`src/sv/rational_arithmetic_unit_assert.svh`:
```
// Assertion macros shared by the rational arithmetic unit files.
`ifndef RATIONAL_ARITHMETIC_UNIT_ASSERT_SVH
`define RATIONAL_ARITHMETIC_UNIT_ASSERT_SVH
// Implication checked on every clock edge outside reset.
`define RAU_ASSERT_IMP(label, clk, rst_n, cond, prop, msg) \
    label: assert property (@(posedge clk) disable iff (!rst_n) (cond) |-> (prop)) \
        else $error(msg);
// Next-cycle implication checked outside reset.
`define RAU_ASSERT_NEXT(label, clk, rst_n, cond, prop, msg) \
    label: assert property (@(posedge clk) disable iff (!rst_n) (cond) |=> (prop)) \
        else $error(msg);
`endif

```
`src/sv/rau_pkg.sv`:
```
// Shared types and constants of the rational arithmetic unit.
package rau_pkg;
    localparam int NUM_W = 33;
    localparam int DEN_W = 31;
    localparam int MAG_W = 66;

    localparam logic [2:0] KIND_ADD = 3'd0;
    localparam logic [2:0] KIND_SUB = 3'd1;
    localparam logic [2:0] KIND_MUL = 3'd2;
    localparam logic [2:0] KIND_DIV = 3'd3;
    localparam logic [2:0] KIND_SCL = 3'd4;
    localparam logic [2:0] KIND_CMP = 3'd5;

    typedef struct packed {
        logic start;
        logic done;
    } divctl_t;
endpackage

```
`src/sv/rau_divider.sv`:
```
// Shared restoring divider: one quotient bit per cycle, gives quotient and remainder.
`include "rational_arithmetic_unit_assert.svh"
module rau_divider #(
    parameter int W = 66
) (
    input  logic                 clk,
    input  logic                 rst_n,
    input  logic                 start,
    input  logic [W-1:0]         dividend,
    input  logic [W-1:0]         divisor,
    output logic                 done,
    output logic [W-1:0]         quot,
    output logic [W-1:0]         rem
);
    localparam int CW = $clog2(W + 1);

    logic [W-1:0]  q_reg, q_next;
    logic [W-1:0]  r_reg, r_next;
    logic [W-1:0]  d_reg, d_next;
    logic [CW-1:0] cnt_reg, cnt_next;
    logic          busy_reg, busy_next;
    logic          done_reg, done_next;
    logic [W:0]    trial;
    logic [W:0]    shifted;

    always_comb
    begin
        q_next    = q_reg;
        r_next    = r_reg;
        d_next    = d_reg;
        cnt_next  = cnt_reg;
        busy_next = busy_reg;
        done_next = 1'b0;
        shifted   = {r_reg, q_reg[W-1]};
        trial     = shifted - {1'b0, d_reg};
        if (start)
        begin
            q_next    = dividend;
            r_next    = '0;
            d_next    = divisor;
            cnt_next  = CW'(W);
            busy_next = 1'b1;
        end
        else if (busy_reg)
        begin
            if (!trial[W])
            begin
                r_next = trial[W-1:0];
                q_next = {q_reg[W-2:0], 1'b1};
            end
            else
            begin
                r_next = shifted[W-1:0];
                q_next = {q_reg[W-2:0], 1'b0};
            end
            cnt_next = cnt_reg - 1'b1;
            if (cnt_reg == CW'(1))
            begin
                busy_next = 1'b0;
                done_next = 1'b1;
            end
        end
    end

    always_ff @(posedge clk or negedge rst_n)
    begin
        if (!rst_n)
        begin
            busy_reg <= 1'b0;
            done_reg <= 1'b0;
            cnt_reg  <= '0;
        end
        else
        begin
            busy_reg <= busy_next;
            done_reg <= done_next;
            cnt_reg  <= cnt_next;
        end
    end

    always_ff @(posedge clk)
    begin
        q_reg <= q_next;
        r_reg <= r_next;
        d_reg <= d_next;
    end

    assign done = done_reg;
    assign quot = q_reg;
    assign rem  = r_reg;

    `RAU_ASSERT_IMP(a_done_ends_busy, clk, rst_n, done_reg, !busy_reg, "divider busy at done")
    `RAU_ASSERT_IMP(a_busy_cnt, clk, rst_n, busy_reg, cnt_reg != '0, "divider busy, zero count")
    `RAU_ASSERT_NEXT(a_start_busy, clk, rst_n, start, busy_reg, "divider did not start")
endmodule

```
`src/sv/rational_arithmetic_unit.sv`:
```
// Top level of the rational arithmetic unit: sequencer around one shared divider.
//  channel | signals                                   | handshake
//  command | kind a_num a_den b_num b_den              | start when !busy
//  result  | res_num res_den is_equal is_greater       | done strobe, one cycle
//          | is_less div_zero                          |
// A beat is taken when start is high and busy is low; busy stays high until done.
// Products are registered when the beat is taken and their sum in S_PROD; the Euclid
// loop uses the divider for each remainder step, then two more divisions by the gcd
// give the reduced result before done strobes.
// Compares, zero results and undefined kinds skip the divider and strobe done from S_OUT.
// Reset clears the sequencer; the result strobe cannot be stalled.
`include "rational_arithmetic_unit_assert.svh"
module rational_arithmetic_unit #(
    parameter int OPERAND_WIDTH = 16
) (
    input  logic                           clk,
    input  logic                           rst_n,
    input  logic                           start,
    output logic                           busy,
    input  logic [2:0]                     kind,
    input  logic signed [15:0]             a_num,
    input  logic signed [15:0]             a_den,
    input  logic signed [15:0]             b_num,
    input  logic signed [15:0]             b_den,
    output logic                           done,
    output logic signed [rau_pkg::NUM_W-1:0] res_num,
    output logic [rau_pkg::DEN_W-1:0]      res_den,
    output logic                           is_equal,
    output logic                           is_greater,
    output logic                           is_less,
    output logic                           div_zero
);
    localparam int OW = OPERAND_WIDTH;
    localparam int MW = rau_pkg::MAG_W;

    typedef enum logic [7:0] {
        S_IDLE = 8'b00000001,
        S_PROD = 8'b00000010,
        S_SUM  = 8'b00000100,
        S_GCD  = 8'b00001000,
        S_DIVN = 8'b00010000,
        S_DIVD = 8'b00100000,
        S_OUT  = 8'b01000000,
        S_WAIT = 8'b10000000
    } state_t;

    state_t state_reg, state_next;
    logic [2:0]    kind_reg;
    logic          an_s, ad_s, bn_s, bd_s;
    logic [OW-1:0] an_m, ad_m, bn_m, bd_m;
    logic [MW-1:0] t1_reg, t2_reg, den_reg, num_reg, gx_reg, gy_reg, gcd_reg;
    logic          t1n_reg, t2n_reg, dneg_reg, nneg_reg, dz_reg;
    logic          done_reg;
    logic signed [rau_pkg::NUM_W-1:0] rn_reg;
    logic [rau_pkg::DEN_W-1:0] rd_reg;
    logic          eq_reg, gt_reg, lt_reg;
    rau_pkg::divctl_t dctl;
    logic          dv_done;
    logic [MW-1:0] dv_a, dv_b, dv_q, dv_r;
    logic [MW-1:0] ad_w;
    logic [MW-1:0] sum_mag;
    logic          sum_neg;

    function automatic logic [OW-1:0] mag_of(input logic [15:0] raw, input logic z1);
        logic [OW-1:0] v;
        logic [OW-1:0] m;
        v = OW'(raw);
        m = v[OW-1] ? (~v + 1'b1) : v;
        if (v[OW-1] && m == '0)
            m = {1'b1, {(OW-1){1'b0}}};
        if (z1 && m == '0)
            m = OW'(1);
        return m;
    endfunction

    function automatic logic sign_of(input logic [15:0] raw, input logic z1);
        logic [OW-1:0] v;
        v = OW'(raw);
        return v[OW-1] && !(z1 && v == '0);
    endfunction

    always_comb
    begin
        an_s = sign_of(a_num, 1'b0);
        ad_s = sign_of(a_den, 1'b1);
        bn_s = sign_of(b_num, 1'b0);
        bd_s = sign_of(b_den, 1'b1);
        an_m = mag_of(a_num, 1'b0);
        ad_m = mag_of(a_den, 1'b1);
        bn_m = mag_of(b_num, 1'b0);
        bd_m = mag_of(b_den, 1'b1);
        ad_w = MW'(ad_m);
    end

    // Sign-magnitude addition of the two cross products.
    always_comb
    begin
        if (t1n_reg == t2n_reg)
        begin
            sum_neg = t1n_reg;
            sum_mag = t1_reg + t2_reg;
        end
        else if (t1_reg >= t2_reg)
        begin
            sum_neg = t1n_reg;
            sum_mag = t1_reg - t2_reg;
        end
        else
        begin
            sum_neg = t2n_reg;
            sum_mag = t2_reg - t1_reg;
        end
    end

    always_comb
    begin
        state_next = state_reg;
        dctl.start = 1'b0;
        dctl.done  = dv_done;
        dv_a       = gx_reg;
        dv_b       = gy_reg;
        case (state_reg)
            S_IDLE: if (start) state_next = S_PROD;
            S_PROD: state_next = S_SUM;
            S_SUM:
            begin
                if (num_reg == '0 || kind_reg == rau_pkg::KIND_CMP ||
                    kind_reg > rau_pkg::KIND_CMP)
                    state_next = S_OUT;
                else if (gy_reg == '0)
                begin
                    state_next = S_DIVN;
                    dctl.start = 1'b1;
                    dv_a = num_reg;
                    dv_b = gx_reg;
                end
                else
                begin
                    state_next = S_GCD;
                    dctl.start = 1'b1;
                end
            end
            S_GCD:
            begin
                if (dctl.done)
                begin
                    if (dv_r == '0)
                    begin
                        state_next = S_DIVN;
                        dctl.start = 1'b1;
                        dv_a = num_reg;
                        dv_b = gy_reg;
                    end
                    else
                    begin
                        dctl.start = 1'b1;
                        dv_a = gy_reg;
                        dv_b = dv_r;
                    end
                end
            end
            S_DIVN:
            begin
                if (dctl.done)
                begin
                    state_next = S_DIVD;
                    dctl.start = 1'b1;
                    dv_a = den_reg;
                    dv_b = gcd_reg;
                end
            end
            S_DIVD: if (dctl.done) state_next = S_WAIT;
            S_WAIT: state_next = S_IDLE;
            S_OUT:  state_next = S_IDLE;
            default: state_next = S_IDLE;
        endcase
    end

    rau_divider #(.W(MW)) u_div (
        .clk      (clk),
        .rst_n    (rst_n),
        .start    (dctl.start),
        .dividend (dv_a),
        .divisor  (dv_b),
        .done     (dv_done),
        .quot     (dv_q),
        .rem      (dv_r)
    );

    always_ff @(posedge clk or negedge rst_n)
    begin
        if (!rst_n)
        begin
            state_reg <= S_IDLE;
            done_reg  <= 1'b0;
        end
        else
        begin
            state_reg <= state_next;
            done_reg  <= (state_reg == S_OUT) || (state_reg == S_WAIT);
        end
    end

    always_ff @(posedge clk)
    begin
        case (state_reg)
            S_IDLE:
            begin
                kind_reg <= kind;
                dz_reg   <= 1'b0;
                dneg_reg <= 1'b0;
                t2_reg   <= '0;
                t2n_reg  <= 1'b0;
                den_reg  <= MW'(1);
                case (kind)
                    rau_pkg::KIND_ADD, rau_pkg::KIND_SUB, rau_pkg::KIND_CMP:
                    begin
                        t1_reg   <= MW'(an_m * bd_m);
                        t1n_reg  <= an_s != bd_s;
                        t2_reg   <= MW'(bn_m * ad_m);
                        t2n_reg  <= (bn_s != ad_s) != (kind != rau_pkg::KIND_ADD);
                        den_reg  <= MW'(ad_m * bd_m);
                        dneg_reg <= ad_s != bd_s;
                    end
                    rau_pkg::KIND_MUL:
                    begin
                        t1_reg   <= MW'(an_m * bn_m);
                        t1n_reg  <= an_s != bn_s;
                        den_reg  <= MW'(ad_m * bd_m);
                        dneg_reg <= ad_s != bd_s;
                    end
                    rau_pkg::KIND_DIV:
                    begin
                        if (bn_m == '0)
                        begin
                            dz_reg  <= 1'b1;
                            t1_reg  <= '0;
                            t1n_reg <= 1'b0;
                        end
                        else
                        begin
                            t1_reg   <= MW'(an_m * bd_m);
                            t1n_reg  <= an_s != bd_s;
                            den_reg  <= MW'(bn_m * ad_m);
                            dneg_reg <= bn_s != ad_s;
                        end
                    end
                    rau_pkg::KIND_SCL:
                    begin
                        t1_reg   <= MW'(an_m * bn_m);
                        t1n_reg  <= an_s != bn_s;
                        den_reg  <= ad_w;
                        dneg_reg <= ad_s;
                    end
                    default:
                    begin
                        t1_reg  <= '0;
                        t1n_reg <= 1'b0;
                    end
                endcase
            end
            S_PROD:
            begin
                num_reg  <= sum_mag;
                nneg_reg <= sum_neg != dneg_reg;
                gx_reg   <= den_reg;
                gy_reg   <= sum_mag;
            end
            S_SUM:
            begin
                // gcd(num, den): start from den mod num; a zero remainder means num divides den.
                gx_reg <= den_reg;
                gy_reg <= num_reg;
                gcd_reg <= num_reg;
                eq_reg <= 1'b0;
                gt_reg <= 1'b0;
                lt_reg <= 1'b0;
                if (kind_reg == rau_pkg::KIND_CMP)
                begin
                    eq_reg <= num_reg == '0;
                    lt_reg <= num_reg != '0 && nneg_reg;
                    gt_reg <= num_reg != '0 && !nneg_reg;
                end
                if (num_reg == '0 || kind_reg == rau_pkg::KIND_CMP ||
                    kind_reg > rau_pkg::KIND_CMP)
                begin
                    rn_reg <= '0;
                    rd_reg <= rau_pkg::DEN_W'(1);
                end
            end
            S_GCD:
            begin
                if (dv_done)
                begin
                    gx_reg  <= gy_reg;
                    gy_reg  <= dv_r;
                    gcd_reg <= dv_r == '0 ? gy_reg : dv_r;
                end
            end
            S_DIVN:
            begin
                if (dv_done)
                    rn_reg <= nneg_reg ? -rau_pkg::NUM_W'(dv_q) : rau_pkg::NUM_W'(dv_q);
            end
            S_DIVD:
            begin
                if (dv_done)
                    rd_reg <= rau_pkg::DEN_W'(dv_q);
            end
            default:
            begin
            end
        endcase
    end

    assign busy       = state_reg != S_IDLE;
    assign done       = done_reg;
    assign res_num    = rn_reg;
    assign res_den    = rd_reg;
    assign is_equal   = eq_reg && done_reg;
    assign is_greater = gt_reg && done_reg;
    assign is_less    = lt_reg && done_reg;
    assign div_zero   = dz_reg;

    `RAU_ASSERT_IMP(a_flags_onehot, clk, rst_n, done_reg, $onehot0({eq_reg, gt_reg, lt_reg}), "flags")
    `RAU_ASSERT_IMP(a_den_nonzero, clk, rst_n, done_reg, res_den != '0, "zero denominator")
    `RAU_ASSERT_IMP(a_done_idle, clk, rst_n, done_reg, state_reg == S_IDLE, "strobe while busy")
endmodule

```
`config.mk`:
```
export PLATFORM = sky130hd
export DESIGN_NAME = rational_arithmetic_unit
export DESIGN_NICKNAME = d
export VERILOG_FILES = /design/src/sv/rau_pkg.sv /design/src/sv/rau_divider.sv /design/src/sv/rational_arithmetic_unit.sv
export VERILOG_INCLUDE_DIRS = /design/src /design/src/sv
export SDC_FILE = /design/constraint.sdc
export NUM_CORES = 2
export LEC_CHECK = 0
export ABC_AREA = 1
export BUFFER_PORTS_ARGS = -buffer_cell sky130_fd_sc_hd__buf_2
export CORE_MARGIN = 2
export CORE_UTILIZATION = 55
export DETAILED_ROUTE_END_ITERATION = 8
export HOLD_SLACK_MARGIN = 0.12
export PLACE_DENSITY = 0.71
export SYNTH_ARGS = -nofsm -noshare
export SYNTH_HDL_FRONTEND = slang
export SYNTH_SLANG_ARGS = --single-unit
export TNS_END_PERCENT = 100
```
`constraint.sdc`:
```
create_clock -name clk -period 16.6 [get_ports clk]
set_clock_uncertainty 0.05 [all_clocks]
set_input_delay 3.32 -clock clk [delete_from_list [all_inputs] [get_ports clk]]
set_output_delay 3.32 -clock clk [all_outputs]
set_load 0.02 [all_outputs]
```
* After elaboration in Yosys (flattened, before gate mapping)
Index checks and enable logic that the tools add are counted.
** Cells by class
- Reduce and logical (&&, ||, !) cells :: 49
- Multiply operators :: 4
- Multiplexer cells :: 71
- Order comparisons :: 2
- Bitwise gates (word level) :: 4
- Eq/ne operators :: 29
- Add/subtract/negate cells :: 10
** Operators by type and width (number)
- 2-to-1 mux 66 bit :: 18
- case mux 66 bit (3 select lines) :: 3
- case mux 66 bit (2 select lines) :: 2
- zero test 66 bit :: 3
- case mux 32 bit (3 select lines) :: 2
- 2-to-1 mux 16 bit :: 10
- zero test 16 bit :: 9
- subtractor 66 bit :: 2
- multiplier 16 x 16 -> 32 bit :: 4
- 2-to-1 mux 33 bit :: 3
- subtractor 67 x 66 -> 67 bit :: 1
- adder 66 bit :: 1
- >= comparator 66 bit :: 1
- case mux 33 bit (2 select lines) :: 1
- nonzero test 66 bit :: 1
- adder 16 x 1 -> 16 bit (second input constant) :: 4
- 2-to-1 mux 32 bit :: 2
- NOT 16 bit :: 4
- 2-to-1 mux 31 bit :: 2
- case mux 31 bit (2 select lines) :: 1
- case mux 8 bit (6 select lines) :: 1
- 2-to-1 mux 8 bit :: 5
- negation 33 bit :: 1
- 2-to-1 mux 7 bit :: 3
- 35 further kinds :: 85
** Word-level totals
- Output and inout port bits :: 70
- Register bits :: 753
- Logic and storage cells :: 196
- Input port bits :: 70

* Depth between registers and ports, before layout
- Word-level depth :: 11
- Mapped depth :: 43
- Depth with buffers taken out :: 42

* Modules after synthesis
From an unflattened synthesis, not the netlist that was laid out.
** Second synthesis, totals
- Cells, all modules :: 11034
- Area, all modules :: 80976.4 um2
** Modules (own cells, without submodules)
- rational_arithmetic_unit :: cells each 8726, sequential area each 13228.9 um2, instances 1, area each 66137.2 um2
- rau_divider :: cells each 2308, sequential area each 5510.3 um2, instances 1, area each 14839.2 um2

* Worst setup path after synthesis
No wires, ideal clock.
- Kind :: flip-flop to output port
- From :: register state_reg[7]
- To :: output port busy
- Data required time :: 13230 ps
- Arrival :: 12531 ps
- Path slack :: 699 ps
- Path buffers :: 0
- Cell stages (with the launch flop) :: 5
- Cells stage by stage :: dfrtp_1 -> nor2_1 -> nand2_1 -> nor4_1 -> inv_1
** On the way
- Cells in the longest elaborated chain, start to end :: 1
** Ends and longest elaborated chain
- from (decl) :: line rational_arithmetic_unit.sv:47 : state_t state_reg, state_next;
- from (signal assigned) :: line rational_arithmetic_unit.sv:199 : state_reg <= state_next;
- inequality test 8 x 1 -> 1 bit :: line rational_arithmetic_unit.sv:316 : assign busy = state_reg != S_IDLE;
- to (decl) :: line rational_arithmetic_unit.sv:19 : output logic busy,
Every way passes these cells.

* Final worst setup path
- From :: input port a_den[0]
- To :: register den_reg[28], data pin
** On the way
- Cells in the longest elaborated chain, start to end :: 11
- Elaborated cells between the ends (all ways) :: 12
- Those cells by class :: 1 x add/sub; 2 x mul; 5 x mux; 1 x bitwise; 3 x reduce/logical
** Ends and longest elaborated chain
- from (decl) :: line rational_arithmetic_unit.sv:22 : input logic signed [15:0] a_den,
- NOT 16 bit :: line rational_arithmetic_unit.sv:68 : m = v[OW-1] ? (~v + 1'b1) : v;
- adder 16 x 1 -> 16 bit :: line rational_arithmetic_unit.sv:68
- 2-to-1 mux 16 bit (*) :: line rational_arithmetic_unit.sv:68
- zero test 16 bit :: line rational_arithmetic_unit.sv:69 : if (v[OW-1] && m == '0)
- logical AND 1 bit :: line rational_arithmetic_unit.sv:69
- 2-to-1 mux 16 bit (*) :: line rational_arithmetic_unit.sv:69
- zero test 16 bit :: line rational_arithmetic_unit.sv:71 : if (z1 && m == '0)
- 2-to-1 mux 16 bit (*) :: line rational_arithmetic_unit.sv:71
- multiplier 16 x 16 -> 32 bit :: line rational_arithmetic_unit.sv:244 : den_reg <= MW'(bn_m * ad_m);
- 2-to-1 mux 32 bit :: line rational_arithmetic_unit.sv:234 : if (bn_m == '0)
- case mux 32 bit (3 select lines) (*) :: line rational_arithmetic_unit.sv:215 : case (kind)
- to (signal assigned) :: line rational_arithmetic_unit.sv:222 : den_reg <= MW'(ad_m * bd_m);
- to (signal assigned) :: line rational_arithmetic_unit.sv:244
- to (signal assigned) :: line rational_arithmetic_unit.sv:252 : den_reg <= ad_w;
- to (decl) :: line rational_arithmetic_unit.sv:51 : logic [MW-1:0] t1_reg, t2_reg, den_reg, num_reg, gx_reg, gy_reg, gcd_reg;
Every way passes the cells marked *; elsewhere a longest branch is shown, timed or not.
A chain may end at the register's enable or synchronous reset.

==> impl_metrics.tcl <==
set metrics [dict create \
    cts.clk_slew.worst_paths_ns 0.07 \
    io_pins 140 \
    synth_fa_ha_area_frac 0.2867 \
    crit_path_top_delay_cell "inv_1" \
    cts_tree "built" \
    fin_crit_sh 0.7134 \
    die_x_um 385.7 \
    numCtsBuffers 71 \
    cts.hold.buffers_added 0 \
    synth-edff-count 565 \
    via_count 76610 \
    cts_max_level 3 \
    hp-start "state_reg[4]$_DFFE_PN0P_" \
    coreArea_um2 145200 \
    drc 0 \
    critical_path_arrival_ns 12.18 \
    rsz0062_at_grt "false" \
    cpPeakStageDelay_ns 0.66 \
    timing.rr.start "num_reg[13]$_DFFE_PP_" \
    antenna_found_initial 22 \
    synth_mux_area_frac 0.0001249 \
    chipHeight_um 385.7 \
    syn_area_per_cell_um2 7.520 \
    crit_type "in -> reg" \
    synthesis.nets 12100 \
    layout-drive-gt1-share 0.04996 \
    synth.distinct_cells 67 \
    area_growth_pct 5.844 \
    synth_xor_area_frac 0.02297 \
    grt_pass1_wl_mm 484.7 \
    placementRows 140 \
    gp_congestion 1.054 \
    holdPathEnd "done$_DFF_PN0_" \
    reg2regPathDepth 16 \
    async_flop_share 0.02773 \
    clock_path_buffers 3 \
    drt_iter0_drc 9519 \
    nFillCells 13740 \
    synth_top_family_by_area "adder cells" \
    drt-pass1-iter-count 9 \
    maxSlewViolCount 0 \
    synthesis.area_um2 80140 \
    cpMostUsedCell "nand2_1" \
    portBuffers 139 \
    start_util 0.5519 \
    die_area_um2 148800 \
    max_cap_viol_count 0 \
    path_max_fanout 20 \
    synth_top_cell_by_area "edfxtp_1" \
    clock_latency_ns 0.67 \
    antenna_left 0 \
    hold_path.class "reg -> reg" \
    grt_max_degree 83 \
    fin_nets 11990 \
    worst_pin_slew_ns 1.235 \
    cts_resized 0 \
    ys_seq_area_frac 0.2338 \
    synth_area_leaders "edfxtp_1, fa_1, nand2_1, ha_1, inv_1" \
    via_per_inst 6.110 \
    period_needed_ns 11.84 \
    rrSetupSlack_ns 10.86 \
    drt-total-wl_mm 331.4 \
    cts_setup_buffers 0 \
    dp_hpwl_mm 249.2 \
    synth_compound_area_frac 0.1175 \
    yosys_most_used_dff "edfxtp_1" \
    crit_path_start_kind "input pin" \
    hold_violations 0 \
    timing.rr.end "u_div.d_reg[52]$_DFFE_PP_" \
    setup-tns-final_ns 0 \
    synthSimpleGateAreaFrac 0.2240 \
    synth_top_area_frac 0.2117 \
    min_path_cells 1 \
    synth_commonest_cells "nand2_1, inv_1, nor2_1" \
    max_freq_mhz 84.45 \
    netlist_instances 10660 \
    first_global_vias 75270 \
    grt_overflow 0 \
    finalSetupViolations 0 \
    critPathRequiredTime_ns 16.94 \
    endpoint_kind "flip-flop" \
    yosysMostFrequentCell "nand2_1" \
    status "finished clean" \
    synth_seq_cells 649 \
    cts_root_buf "clkbuf_16" \
    grt_util_all_layers 0.4421 \
    wire_per_inst_um 26.43 \
    synth_warnings 0 \
    numClockSinks 649 \
    slew_headroom 0.1679 \
]
through the flow:
stage                     instance area, µm²    util  instances  worst slack (ns)  hold WS, ns
final                                  84830  0.5841      12540             4.758       0.4057
after global placement                 82470  0.5679      12400             4.264       0.3978
after CTS                              84790  0.5839      12530             4.946       0.4055
after detailed placement               82470  0.5679      12400             4.268       0.4093
after floorplan                        80140       -      10660            0.6986       0.3803
after global routing                   84800  0.5839      12530             4.280       0.4095
cell type report:
type                       count  area [µm²]  share of cell area
antenna                       13       32.53           0.0003835
clock buffer                  85        1891             0.02229
clock inverter                44       431.7            0.005089
inverter                    1948        7320             0.08629
multi-input combinational   7613       52330              0.6169
sequential                   649       18740              0.2210
tap                         1917        2399             0.02828
timing repair buffer         270        1679             0.01979
kinds of logic (layout without fill, tap and decap cells):
kind of cell | Yosys count | in the layout
XOR/XNOR | 208 | 208
AO/OA/AOI/OAI | 1663 | 1663
other | 0 | 13
multiplexers | 1 | 1
flip-flops | 649 | 649
AND/OR/NAND/NOR | 4374 | 4374
buffers and inverters | 2396 | 2347
adder cells (fa/ha/maj) | 1367 | 1367
worst max path at each step:
stage | from | end | slack (ns) | cells past startpoint
2_1_floorplan | state_reg[7]$_DFFE_PN0P_ | busy | 0.70 | 4
3_3_place_gp | a_den[0] | den_reg[28]$_DFFE_PP_ | 4.26 | 36
3_5_place_dp | a_den[0] | den_reg[28]$_DFFE_PP_ | 4.27 | 36
4_1_cts | a_den[0] | den_reg[28]$_DFFE_PP_ | 4.95 | 36
5_1_grt | a_num[0] | t1_reg[31]$_DFFE_PP_ | 4.28 | 38
6_report | a_den[0] | den_reg[28]$_DFFE_PP_ | 4.76 | 36
cells in the final DEF, fill, tap and decap left out, types with 83 or more instances in the layout:
| cell type | instances |
|---|---|
| nand3_1 | 494 |
| nand2_1 | 2439 |
| o21ai_0 | 654 |
| nor3_1 | 83 |
| inv_1 | 1905 |
| buf_4 | 131 |
| buf_2 | 139 |
| xor2_1 | 127 |
| edfxtp_1 | 565 |
| a21oi_1 | 548 |
| fa_1 | 782 |
| ha_1 | 585 |
| nor2_1 | 1081 |
metal layers:
| layer | part of all wire | up-vias | GRT usage |
|---|---|---|---|
| li1 | - | 33660 | - |
| met3 | 0.12 | 1262 | 0.1160 |
| met5 | 0.00057 | - | 0 |
| met2 | 0.42 | 5050 | 0.6604 |
| met4 | 0.099 | 26 | 0.3542 |
| met1 | 0.36 | 36610 | 0.5410 |
worst max-delay path: cells and delay by family:
family / cells / cell delay (ns)
and+or+nand+nor: 19 / 3.04
xor gates and xnor gates: 1 / 0.32
AOI/OAI and AO/OA: 1 / 0.15
buffers and inverters: 7 / 1.75
adders and majority gates: 8 / 3.55
Power is not shown: default switching activity piles up to over one toggle a cycle in this logic, so the estimate is an artifact.
